--- src/design/epp_pkg.sv ---
// Package: item codes, queue entry type and pixel code table for the e-paper serial writer.
`default_nettype none
package epp_pkg;

    typedef enum logic [1:0] {
        CMD_COMMAND = 2'd0,
        CMD_DATA    = 2'd1,
        CMD_PIXEL   = 2'd2
    } t_cmd;

    localparam int unsigned BYTE_BITS  = 8;
    localparam int unsigned WORD_BITS  = 32;
    localparam int unsigned CNT_BITS   = $clog2(WORD_BITS);
    localparam int unsigned PIX_BITS   = 4;
    localparam int unsigned PIX_COUNT  = 8;

    localparam logic [PIX_BITS-1:0] PIX_BLACK = 4'h0;
    localparam logic [PIX_BITS-1:0] PIX_RED   = 4'h4;
    localparam logic [PIX_BITS-1:0] PIX_WHITE = 4'h3;

    localparam logic [CNT_BITS-1:0] CNT_BYTE_LAST = 5'd7;
    localparam logic [CNT_BITS-1:0] CNT_WORD_LAST = 5'd31;

    // One classified request: bits to shift, msb first.
    typedef struct packed {
        logic [WORD_BITS-1:0] bits;
        logic                 long_run;   // four bytes instead of one
        logic                 panel;
        logic                 dc;
        logic                 fin;
    } t_job;

    function automatic logic [PIX_BITS-1:0] pixel_code(input logic black, input logic red);
        logic [PIX_BITS-1:0] code;
        if (black) begin
            code = PIX_BLACK;
        end else if (red) begin
            code = PIX_RED;
        end else begin
            code = PIX_WHITE;
        end
        return code;
    endfunction

endpackage
`default_nettype wire

--- src/design/epp_if.sv ---
// Interfaces: request channel and serial bit result channel.
`default_nettype none
interface epp_in_if;
    logic       valid;
    logic       ready;
    logic [1:0] cmd;
    logic       panel;
    logic [7:0] byte_value;
    logic [7:0] mono_plane;
    logic [7:0] red_plane;
    logic       final_item;

    modport source (output valid, cmd, panel, byte_value, mono_plane, red_plane, final_item,
                    input ready);
    modport sink   (input valid, cmd, panel, byte_value, mono_plane, red_plane, final_item,
                    output ready);
endinterface

interface epp_out_if;
    logic valid;
    logic ready;
    logic panel_sel;
    logic dc_level;
    logic mosi_bit;
    logic byte_end;
    logic last;
    logic transfer_end;

    modport source (output valid, panel_sel, dc_level, mosi_bit, byte_end, last, transfer_end,
                    input ready);
    modport sink   (input valid, panel_sel, dc_level, mosi_bit, byte_end, last, transfer_end,
                    output ready);
endinterface
`default_nettype wire

--- src/design/epaper_plane_pack_serial_writer.sv ---
// Top level: e-paper serial writer, front classifier, request queue and bit shifter.
//
//  channel | dir | handshake               | payload
//  i_in    | in  | i_in.valid / i_in.ready | cmd, panel, byte_value, mono_plane, red_plane,
//          |     |                         | final_item
//  o_out   | out | o_out.valid/o_out.ready | panel_sel, dc_level, mosi_bit, byte_end, last,
//          |     |                         | transfer_end
//
// A command or data request gives 8 bit results, a pixel request 32, one per cycle from
// the back shifter while o_out.ready is high; runs follow each other without gaps while
// requests keep coming. Results leave through the front register, queue and back shifter.
// Requests with an unused code or an unfitted panel are taken and give nothing.
// Reset is synchronous, active low, and empties the front register, queue and shifter.
// A stalled output holds its result; requests are taken until the queue and front register are full.
`default_nettype none
module epaper_plane_pack_serial_writer #(
    parameter int PANEL_COUNT = 2
) (
    input  wire logic i_clk,
    input  wire logic i_rst_n,
    epp_in_if.sink    i_in,
    epp_out_if.source o_out
);
    import epp_pkg::*;

    t_job front_job;
    logic front_valid;
    logic front_ready;
    t_job back_job;
    logic back_valid;
    logic back_ready;

    epp_front #(
        .PANEL_COUNT (PANEL_COUNT)
    ) u_front (
        .i_clk       (i_clk),
        .i_rst_n     (i_rst_n),
        .i_in        (i_in),
        .o_job       (front_job),
        .o_job_valid (front_valid),
        .i_job_ready (front_ready)
    );

    epp_queue u_queue (
        .i_clk        (i_clk),
        .i_rst_n      (i_rst_n),
        .i_job        (front_job),
        .i_push_valid (front_valid),
        .o_push_ready (front_ready),
        .o_job        (back_job),
        .o_pop_valid  (back_valid),
        .i_pop_ready  (back_ready)
    );

    epp_back u_back (
        .i_clk       (i_clk),
        .i_rst_n     (i_rst_n),
        .i_job       (back_job),
        .i_job_valid (back_valid),
        .o_job_ready (back_ready),
        .o_out       (o_out)
    );

endmodule
`default_nettype wire

--- src/design/epp_front.sv ---
// Front stage: accepts requests, drops unusable ones, packs bytes or pixel planes into a bit word.
`default_nettype none
module epp_front #(
    parameter int PANEL_COUNT = 2
) (
    input  wire logic          i_clk,
    input  wire logic          i_rst_n,
    epp_in_if.sink             i_in,
    output epp_pkg::t_job      o_job,
    output logic               o_job_valid,
    input  wire logic          i_job_ready
);
    import epp_pkg::*;

    logic  r_valid;
    t_job  r_job;
    t_job  n_job;
    logic  n_keep;
    logic  panel_ok;

    assign panel_ok   = (32'(i_in.panel) < 32'(PANEL_COUNT));
    assign i_in.ready = !r_valid || i_job_ready;

    always_comb begin
        n_job          = '0;
        n_job.panel    = i_in.panel;
        n_job.fin      = i_in.final_item;
        n_keep         = 1'b0;
        case (t_cmd'(i_in.cmd))
            CMD_COMMAND, CMD_DATA: begin
                n_keep         = panel_ok;
                n_job.dc       = (t_cmd'(i_in.cmd) == CMD_DATA);
                n_job.long_run = 1'b0;
                n_job.bits     = {i_in.byte_value, {(WORD_BITS-BYTE_BITS){1'b0}}};
            end
            CMD_PIXEL: begin
                n_keep         = panel_ok;
                n_job.dc       = 1'b1;
                n_job.long_run = 1'b1;
                // pixel i (msb first) lands in nibble i from the top
                for (int i = 0; i < PIX_COUNT; i++) begin
                    n_job.bits[WORD_BITS-1-PIX_BITS*i -: PIX_BITS] =
                        pixel_code(i_in.mono_plane[PIX_COUNT-1-i],
                                   i_in.red_plane[PIX_COUNT-1-i]);
                end
            end
            default: begin
                n_keep = 1'b0;
            end
        endcase
    end

    always_ff @(posedge i_clk) begin
        if (!i_rst_n) begin
            r_valid <= 1'b0;
        end else if (i_in.valid && i_in.ready) begin
            r_valid <= n_keep;
        end else if (i_job_ready) begin
            r_valid <= 1'b0;
        end
    end

    always_ff @(posedge i_clk) begin
        if (i_in.valid && i_in.ready) begin
            r_job <= n_job;
        end
    end

    assign o_job       = r_job;
    assign o_job_valid = r_valid;

endmodule
`default_nettype wire

--- src/design/epp_queue.sv ---
// Two-entry queue of classified requests between front and back.
`default_nettype none
module epp_queue (
    input  wire logic          i_clk,
    input  wire logic          i_rst_n,
    input  wire epp_pkg::t_job i_job,
    input  wire logic          i_push_valid,
    output logic               o_push_ready,
    output epp_pkg::t_job      o_job,
    output logic               o_pop_valid,
    input  wire logic          i_pop_ready
);
    import epp_pkg::*;

    localparam int unsigned DEPTH = 2;
    localparam int unsigned PTR_BITS = $clog2(DEPTH);

    t_job                r_mem [DEPTH];
    logic [PTR_BITS-1:0] r_wr_ptr;
    logic [PTR_BITS-1:0] r_rd_ptr;
    logic [PTR_BITS:0]   r_count;
    logic                push;
    logic                pop;

    assign o_push_ready = (r_count < (PTR_BITS+1)'(DEPTH));
    assign o_pop_valid  = (r_count != '0);
    assign push         = i_push_valid && o_push_ready;
    assign pop          = i_pop_ready && o_pop_valid;
    assign o_job        = r_mem[r_rd_ptr];

    always_ff @(posedge i_clk) begin
        if (!i_rst_n) begin
            r_wr_ptr <= '0;
            r_rd_ptr <= '0;
            r_count  <= '0;
        end else begin
            if (push) begin
                r_wr_ptr <= r_wr_ptr + 1'b1;
            end
            if (pop) begin
                r_rd_ptr <= r_rd_ptr + 1'b1;
            end
            if (push && !pop) begin
                r_count <= r_count + 1'b1;
            end else if (pop && !push) begin
                r_count <= r_count - 1'b1;
            end
        end
    end

    always_ff @(posedge i_clk) begin
        if (push) begin
            r_mem[r_wr_ptr] <= i_job;
        end
    end

endmodule
`default_nettype wire

--- src/design/epp_back.sv ---
// Back stage: shifts each queued request out msb first, one bit result per cycle unless stalled.
`default_nettype none
module epp_back (
    input  wire logic          i_clk,
    input  wire logic          i_rst_n,
    input  wire epp_pkg::t_job i_job,
    input  wire logic          i_job_valid,
    output logic               o_job_ready,
    epp_out_if.source          o_out
);
    import epp_pkg::*;

    logic                  r_busy;
    logic [WORD_BITS-1:0]  r_word;
    logic [CNT_BITS-1:0]   r_cnt;
    logic                  r_long;
    logic                  r_panel;
    logic                  r_dc;
    logic                  r_fin;
    logic                  run_last;
    logic                  take;

    assign run_last    = r_long ? (r_cnt == CNT_WORD_LAST) : (r_cnt == CNT_BYTE_LAST);
    assign take        = o_out.valid && o_out.ready;
    assign o_job_ready = !r_busy || (take && run_last);

    assign o_out.valid        = r_busy;
    assign o_out.panel_sel    = r_panel;
    assign o_out.dc_level     = r_dc;
    assign o_out.mosi_bit     = r_word[WORD_BITS-1];
    assign o_out.byte_end     = (r_cnt[2:0] == CNT_BYTE_LAST[2:0]);
    assign o_out.last         = run_last;
    assign o_out.transfer_end = run_last && r_fin;

    always_ff @(posedge i_clk) begin
        if (!i_rst_n) begin
            r_busy <= 1'b0;
        end else if (o_job_ready) begin
            r_busy <= i_job_valid;
        end
    end

    always_ff @(posedge i_clk) begin
        if (o_job_ready && i_job_valid) begin
            r_word  <= i_job.bits;
            r_cnt   <= '0;
            r_long  <= i_job.long_run;
            r_panel <= i_job.panel;
            r_dc    <= i_job.dc;
            r_fin   <= i_job.fin;
        end else if (take) begin
            r_word <= {r_word[WORD_BITS-2:0], 1'b0};
            r_cnt  <= r_cnt + 1'b1;
        end
    end

    a_last_ends_byte: assert property (@(posedge i_clk) disable iff (!i_rst_n)
        o_out.valid && o_out.last |-> o_out.byte_end)
        else $error("run ended off a byte boundary");

    a_xfer_on_last: assert property (@(posedge i_clk) disable iff (!i_rst_n)
        o_out.valid && o_out.transfer_end |-> o_out.last)
        else $error("transfer end without run end");

    a_run_continues: assert property (@(posedge i_clk) disable iff (!i_rst_n)
        take && !o_out.last |=> o_out.valid && $stable(o_out.panel_sel)
                                && $stable(o_out.dc_level))
        else $error("run broken before its last bit");

    a_command_one_byte: assert property (@(posedge i_clk) disable iff (!i_rst_n)
        o_out.valid && !o_out.dc_level && o_out.byte_end |-> o_out.last)
        else $error("command run longer than one byte");

endmodule
`default_nettype wire
--- src/flat_wrapper.sv ---
// flat-port wrapper written by rule: the top's interface ports become plain ports
module epaper_plane_pack_serial_writer_flat import epp_pkg::*;
#(
    parameter int PANEL_COUNT = 2
)
  (i_clk, i_rst_n, i_in_valid, i_in_cmd, i_in_panel, i_in_byte_value, i_in_mono_plane, i_in_red_plane, i_in_final_item, i_in_ready, o_out_valid, o_out_panel_sel, o_out_dc_level, o_out_mosi_bit, o_out_byte_end, o_out_last, o_out_transfer_end, o_out_ready);
  epp_in_if i_in_i ();
  epp_out_if o_out_i ();
  input  wire logic i_clk;
  input  wire logic i_rst_n;
  input wire logic [$bits(i_in_i.valid)-1:0] i_in_valid;
  input wire logic [$bits(i_in_i.cmd)-1:0] i_in_cmd;
  input wire logic [$bits(i_in_i.panel)-1:0] i_in_panel;
  input wire logic [$bits(i_in_i.byte_value)-1:0] i_in_byte_value;
  input wire logic [$bits(i_in_i.mono_plane)-1:0] i_in_mono_plane;
  input wire logic [$bits(i_in_i.red_plane)-1:0] i_in_red_plane;
  input wire logic [$bits(i_in_i.final_item)-1:0] i_in_final_item;
  output wire logic [$bits(i_in_i.ready)-1:0] i_in_ready;
  output wire logic [$bits(o_out_i.valid)-1:0] o_out_valid;
  output wire logic [$bits(o_out_i.panel_sel)-1:0] o_out_panel_sel;
  output wire logic [$bits(o_out_i.dc_level)-1:0] o_out_dc_level;
  output wire logic [$bits(o_out_i.mosi_bit)-1:0] o_out_mosi_bit;
  output wire logic [$bits(o_out_i.byte_end)-1:0] o_out_byte_end;
  output wire logic [$bits(o_out_i.last)-1:0] o_out_last;
  output wire logic [$bits(o_out_i.transfer_end)-1:0] o_out_transfer_end;
  input wire logic [$bits(o_out_i.ready)-1:0] o_out_ready;
  assign i_in_i.valid = i_in_valid;
  assign i_in_i.cmd = i_in_cmd;
  assign i_in_i.panel = i_in_panel;
  assign i_in_i.byte_value = i_in_byte_value;
  assign i_in_i.mono_plane = i_in_mono_plane;
  assign i_in_i.red_plane = i_in_red_plane;
  assign i_in_i.final_item = i_in_final_item;
  assign i_in_ready = i_in_i.ready;
  assign o_out_valid = o_out_i.valid;
  assign o_out_panel_sel = o_out_i.panel_sel;
  assign o_out_dc_level = o_out_i.dc_level;
  assign o_out_mosi_bit = o_out_i.mosi_bit;
  assign o_out_byte_end = o_out_i.byte_end;
  assign o_out_last = o_out_i.last;
  assign o_out_transfer_end = o_out_i.transfer_end;
  assign o_out_i.ready = o_out_ready;
  epaper_plane_pack_serial_writer #(.PANEL_COUNT(PANEL_COUNT)) u_core (.i_clk(i_clk), .i_rst_n(i_rst_n), .i_in(i_in_i), .o_out(o_out_i));
endmodule
--- config.mk ---
export PLATFORM = sky130hd
export DESIGN_NAME = epaper_plane_pack_serial_writer_flat
export DESIGN_NICKNAME = d
export VERILOG_FILES = /design/src/design/epp_pkg.sv /design/src/design/epp_if.sv /design/src/design/epaper_plane_pack_serial_writer.sv /design/src/design/epp_front.sv /design/src/design/epp_queue.sv /design/src/design/epp_back.sv /design/src/flat_wrapper.sv
export SDC_FILE = /design/constraint.sdc
export NUM_CORES = 1
export LEC_CHECK = 0
export BUFFER_PORTS_ARGS = -buffer_cell sky130_fd_sc_hd__buf_2
export CORE_ASPECT_RATIO = 0.75
export CORE_MARGIN = 2
export CORE_UTILIZATION = 45
export DETAILED_ROUTE_END_ITERATION = 16
export GPL_TIMING_DRIVEN = 0
export PLACE_DENSITY_LB_ADDON = 0.1
export SYNTH_ARGS = -nofsm -noshare
export SYNTH_HDL_FRONTEND = slang
export SYNTH_SLANG_ARGS = --single-unit
export TNS_END_PERCENT = 100
--- constraint.sdc ---
create_clock -name i_clk -period 2.32 [get_ports i_clk]
set_clock_uncertainty 0.05 [all_clocks]
set_input_delay 0.464 -clock i_clk [delete_from_list [all_inputs] [get_ports i_clk]]
set_output_delay 0.464 -clock i_clk [all_outputs]
set_load 0.01 [all_outputs]
## Word level (Yosys, flattened, before mapping)

Memory sizes are Yosys's and may differ from the RTL's. A register that Yosys moved wholly into a read port is not among the register bits.
Index checks and enable logic that the tools add are counted.

- Reductions and logical operators: 21
- Magnitude comparators: 1
- Add/subtract/negate cells: 5
- Equality and inequality tests: 5
- Muxes and demuxes: 30

Operators with widths:

| operator | count |
|---|---|
| $pmux 33 s2 | 1 |
| $mux 32 | 2 |
| $mux 3 | 16 |
| $logic_and 1x1->1 | 8 |
| $mux 1 | 8 |
| $reduce_bool 2->1 | 4 |
| $add 5x1->5 const B | 1 |
| $eq 5x3->1 const B | 1 |
| $eq 5x5->1 const B | 1 |
| $logic_not 1->1 | 4 |
| $mux 2 | 2 |
| $eq 3x3->1 const B | 1 |
| $reduce_or 3->1 | 1 |
| $add 1x1->1 const B | 2 |
| $add 2x1->2 const B | 1 |
| $eq 2x1->1 const B | 1 |
| $eq 2x2->1 const B | 1 |
| $logic_not 2->1 | 1 |
| $logic_or 1x1->1 | 2 |
| $lt 2x2->1 const B | 1 |
| $pmux 1 s2 | 1 |
| $reduce_or 2->1 | 1 |
| $sub 2x1->2 const B | 1 |

- Bits in registers: 83
- Memories: 1
- Memory bits (writable): 72
- Input bits: 32

Memories:

| name | words | width | rd ports | clocked after Yosys merged registers in | wr ports | line | source |
|---|---|---|---|---|---|---|---|
| u_core.u_queue.r_mem | 2 | 36 | 1 | 1 | 1 | epp_queue.sv:18 | `t_job r_mem [DEPTH];` |

## Logic depth before layout (Yosys ltp)

- Depth in word-level cells: 8
- Gate-level depth with buffers: 10

## By module

From an unflattened synthesis, not the netlist that was laid out.

- Cells, all modules: 498
- Area total of the unflattened synthesis: 6,747.7 µm²

Modules (own cells, without submodules):

| module | cells an instance | sequential area each (µm²) | area each (µm²) | instances |
|---|---|---|---|---|
| epp_queue | 135 | 2,262.2 | 2,820.2 | 1 |
| epp_back | 280 | 1,201.2 | 2,748.9 | 1 |
| epp_front | 83 | 740.7 | 1,178.6 | 1 |

## Worst setup path after synthesis

Ideal clock, no wire load.

- Path type: register -> register
- From: register u_core.u_back.r_cnt[3]
- To: register u_core.u_queue.r_count[1]
- Required time: 2.194 ns
- Path slack: 0.045 ns
- Library setup time: 0.076 ns
- Stages on the path, launching flop included: 9
- Arrival: 2.149 ns
- Cells stage by stage: dfxtp_1 or3_1 a211oi_2 a21o_2 buf_6 inv_2 ha_1 or3_1 a21boi_0

- Cells in the longest elaborated chain, start to end: 8
- Elaborated cells on any way between the ends: 11

RTL lines:

| item | line | source |
|---|---|---|
| start: declaration | epp_back.sv:15 | `logic [CNT_BITS-1:0] r_cnt;` |
| start signal: assignment | epp_back.sv:53 | `r_cnt <= r_cnt + 1'b1;` |
| $eq 5x3->1 or $eq 5x5->1 (tied branches) | epp_back.sv:23 | `assign run_last = r_long ? (r_cnt == CNT_WORD_LAST) : (r_cnt == CNT_BYTE_LAST);` |
| $mux 1 (*) | epp_back.sv:23 |  |
| $logic_and 1x1->1 (*) | epp_back.sv:25 | `assign o_job_ready = !r_busy \|\| (take && run_last);` |
| $logic_or 1x1->1 (*) | epp_back.sv:25 |  |
| $logic_and 1x1->1 (*) | epp_queue.sv:28 | `assign pop = i_pop_ready && o_pop_valid;` |
| $logic_not 1->1 | epp_queue.sv:43 | `if (push && !pop) begin` |
| $logic_and 1x1->1 | epp_queue.sv:43 |  |
| $mux 2 or $reduce_bool 2->1 (tied branches) | n/a |  |
| end signal: assignment | epp_queue.sv:44 | `r_count <= r_count + 1'b1;` |
| end signal: assignment | epp_queue.sv:46 | `r_count <= r_count - 1'b1;` |
| end: declaration | epp_queue.sv:21 | `logic [PTR_BITS:0] r_count;` |

Every way passes the cells marked *; elsewhere a longest branch is shown, timed or not.
A chain may end at the register's enable or synchronous reset.

## Worst setup path in the final report

- From: register u_core.u_back.r_cnt[3]
- To: output port o_out_transfer_end

- Cells in the longest elaborated chain, start to end: 3
- Elaborated cells on any way between the ends: 4

RTL lines:

| item | line | source |
|---|---|---|
| $eq 5x3->1 or $eq 5x5->1 (tied branches) | epp_back.sv:23 |  |
| $mux 1 (*) | epp_back.sv:23 |  |
| $logic_and 1x1->1 (*) | epp_back.sv:33 | `assign o_out.transfer_end = run_last && r_fin;` |
| end: declaration | flat_wrapper.sv:25 | `output wire logic [$bits(o_out_i.transfer_end)-1:0] o_out_transfer_end;` |

Marks and branches as above.

==> metrics.csv <==
stage,metric,value,unit
die,row cnt,32,
placed_design,GPL Wtd Cong,0.7374,
sta,Hold Fails Final Rpt,0,
grt,first-pass GRT wire length,12210,microns
layout,area grow syn2layout,23.18,%
layout,layout cells sized above 1,39.54,%
die,area of the die,11400,sq um
worst_setup_path,Critical-path top delay cell,or3_4,
power_and_ir_drop,Peak VDD IR,1.096,mV
sta,RSZ-0062 raised after global routing,true,
clock_tree,cts hold-fix bufs,0,
worst_setup_path,crit start category,flop,
clock_tree,H-tree depth,4,
worst_setup_path,CP max FO,6,
routing,vias per std cell,4.969,
power_and_ir_drop,sequential power share,41.4,%
sta,Final Max Slew Viols,0,
synth,Synth async-reset ratio,0,%
placed_design,IO buf count,39,
synth,Post-synth EDFFs,108,
sta,Slew @ Worst Pin,1.278,ns
grt,vias in the first global route,2375,
synth,Cell variety after synth,38,
sta,setup_tns,0,ns
worst_setup_path,Top delay family on crit path,simple AND/OR/NAND/NOR gates,
die,# IOs,40,
routing,# DRC,0,
sta,Tcrit/Tclk final,95.89,%
power_and_ir_drop,Leak Pwr,2.159,nW
synth,syn avg cell area,17.53,sq um
layout,most frequent cells in the layout,"edfxtp_1, mux2_2, buf_2",
worst_setup_path,CP cell instances,or3_4 > a21oi_1 > and2_1 > buf_2,
routing,Final ANT Viol Nets,0,
run_status,status,finished clean,
die,Die W,122.6,microns
placed_design,DPL Wire Length,4645,microns
worst_setup_path,CP Data Required Time,1.81,ns
clock_tree,Root Driver,clkbuf_16,
sta,post-route minimum period,2.225,ns
power_and_ir_drop,switching component of the power,1.939,mW
clock_tree,CTS Buffer Depth,2,
die,Core ar.,10290,sq um
routing,routed vias,2410,
min_path,worst min-delay path class,input port to flop,
sta,Setup-failing EPs final,0,
layout,Finished Cell Area,5852,sq um
synth,Yosys Warn Count,0,
clock_tree,CTS buffer count,17,
routing,WL per Instance,15.76,microns
power_and_ir_drop,power density over cell area,1348,nW/um^2
grt,initial antenna violation count,0,
power_and_ir_drop,Combinational Power Share,23.2,%
synth,Syn Std Cell Area,4751,sq um
clock_tree,clock sink total,120,
die,die height,92.99,microns
placed_design,placed cell areas,5134,sq um
layout,multi-input logic area,1224,sq um
worst_setup_path,Critical path buffers and inverters,1,
routing,Post-Route WL,7643,microns
layout,register area,3485,sq um
layout,NumNets Final,376,
clock_tree,TritonCTS clock tree,done,
sta,worst rel slew slack,14.80,%
worst_setup_path,"Largest stage delay, worst path",0.39,ns
routing,DRT iter0 DRCs,163,
clock_tree,Clock Pin Slew Worst Setup and Hold Paths,0.05,ns
power_and_ir_drop,clock network power share,35.4,%
grt,All-Layer GR Usage,15.28,%
layout,"commonest non-fill, non-tap cell in the layout",edfxtp_1,
grt,largest net degree at the start of global routing,33,
synth,Cells after Synth,271,
synth,synthesized flop and latch total,120,
sta,hold_ws,0.1797,ns
clock_tree,worst-skew pair later-pin latency,0.41,ns
synth,Synthesized Nets,311,
worst_setup_path,WS Path Type,flop to primary output,
run,# Max-Cap Violations,0,
routing,First-pass DRT Iterations,4,
layout,antenna cell count,0,
worst_setup_path,CP Data Arrival Time,1.71,ns
grt,grt ovf,0,
worst_setup_path,crit path capture type,primary output,
synth,register area share after synthesis,73.32,%
die,Initial Util,46.17,%
layout,fillers,808,
power_and_ir_drop,P_int,5.949,mW
sta,Fmax,0.4495,GHz
synth,Synth Flop Type,edfxtp_1,
power_and_ir_drop,Net Sw Frac,24.58,%
[per-layer routing]
metal / global-route usage [%] / routed length (microns)
met1: 19.32 / 3609
met3: 5.671 / 306
met2: 23.56 / 3596
met5: 0 / 0
met4: 6.897 / 130
[final timing paths]
kind / startpoint / endpoint / slack, ns / cells past startpoint
min: i_in_panel / u_core.u_front.o_job[2] / 0.18 / 1
max: u_core.u_back.r_cnt[3] / o_out_transfer_end / 0.1 / 4
max reg2reg: u_core.u_back.r_cnt[3] / u_core.u_queue.r_count[1] / 0.1 / 9
min reg2reg: u_core.u_front.o_job[5] / u_core.u_queue.r_mem[1][5] / 0.39 / 0
[power by group through the flow]
stage | Clock (mW) | Combinational [mW] | Sequential (mW)
4_1_cts | 2.85 | 1.81 | 3.27
2_1_floorplan | 0 | 1.33 | 3.27
3_3_place_gp | 0 | 1.70 | 3.30
6_report | 2.79 | 1.83 | 3.26
5_1_grt | 2.94 | 2.01 | 3.32
3_5_place_dp | 0 | 1.74 | 3.31
[state kept, by name (all words and copies together) (netlist names), named ones only]
signal	flops
u_core.u_queue.r_rd_ptr	1
u_core.u_queue.r_mem	48
u_core.u_back.r_long	1
u_core.u_back.r_fin	1
u_core.u_back.r_word	32
u_core.u_back.r_cnt	5
u_core.u_queue.r_wr_ptr	1
u_core.u_back.o_out.valid	1
u_core.u_front.o_job_valid	1
u_core.u_back.o_out.dc_level	1
u_core.u_front.o_job	24
u_core.u_back.o_out.panel_sel	1
u_core.u_queue.r_count	2
[final cells by class]
type / count / share of cell area [%]
sequential: 120 / 59.55
multi-input combinational: 139 / 20.91
clock buffer: 18 / 7.334
timing repair buffer: 46 / 4.426
clock inverter: 14 / 3.507
tap: 136 / 2.908
buffer: 7 / 1.005
inverter: 5 / 0.3635
[per-stage QoR]
stage / instances / utilization (%) / power [mW] / setup WS, ns
floorplan: 271 / - / 4.597 / 0.04523
global placement: 446 / 49.72 / 5.002 / -0.6858
detailed placement: 447 / 49.89 / 5.051 / -0.1836
CTS: 482 / 56.38 / 7.930 / 0.01366
global route: 485 / 56.87 / 8.276 / -0.02622
finish: 485 / 56.87 / 7.888 / 0.09527
[logic make-up (layout without fill, tap and decap cells)]
logic type	after synthesis	after routing	synth area share, %
compound gates	23	23	3.398
xor+xnor	2	2	0.3688
fa+ha+maj	8	8	2.107
buf+inv	12	90	1.527
flops	120	120	73.32
mux	53	53	13.04
simple gates	53	53	6.242
[Yosys cell counts, drive strengths merged (2+ instances only)]
library cell	instances	area, sq um
a211oi	2	20.02
a21boi	2	15.01
a21o	3	23.77
a21oi	6	30.03
a22o	3	26.28
and2	12	75.07
buf	3	38.79
clkbuf	4	15.01
dfxtp	12	240.2
edfxtp	108	3243
ha	8	100.1
inv	5	18.76
mux2	50	589.3
mux2i	3	30.03
nand2	6	22.52
nand2b	3	18.77
nand3	2	10.01
nor2	7	26.28
nor2b	4	25.02
nor3	7	35.03
nor3b	6	45.04
o21ai	3	15.01
or3	3	18.77
[what timing repair did]
item,4_1_cts,5_1_grt
pin swaps,2,3
gates resized for setup,3,8
gates cloned,0,0
endpoints found under the setup margin,2,17
hold endpoints to repair,0,0
buffers inserted,3,3
Note: power is estimated with default switching activity, not from simulation.
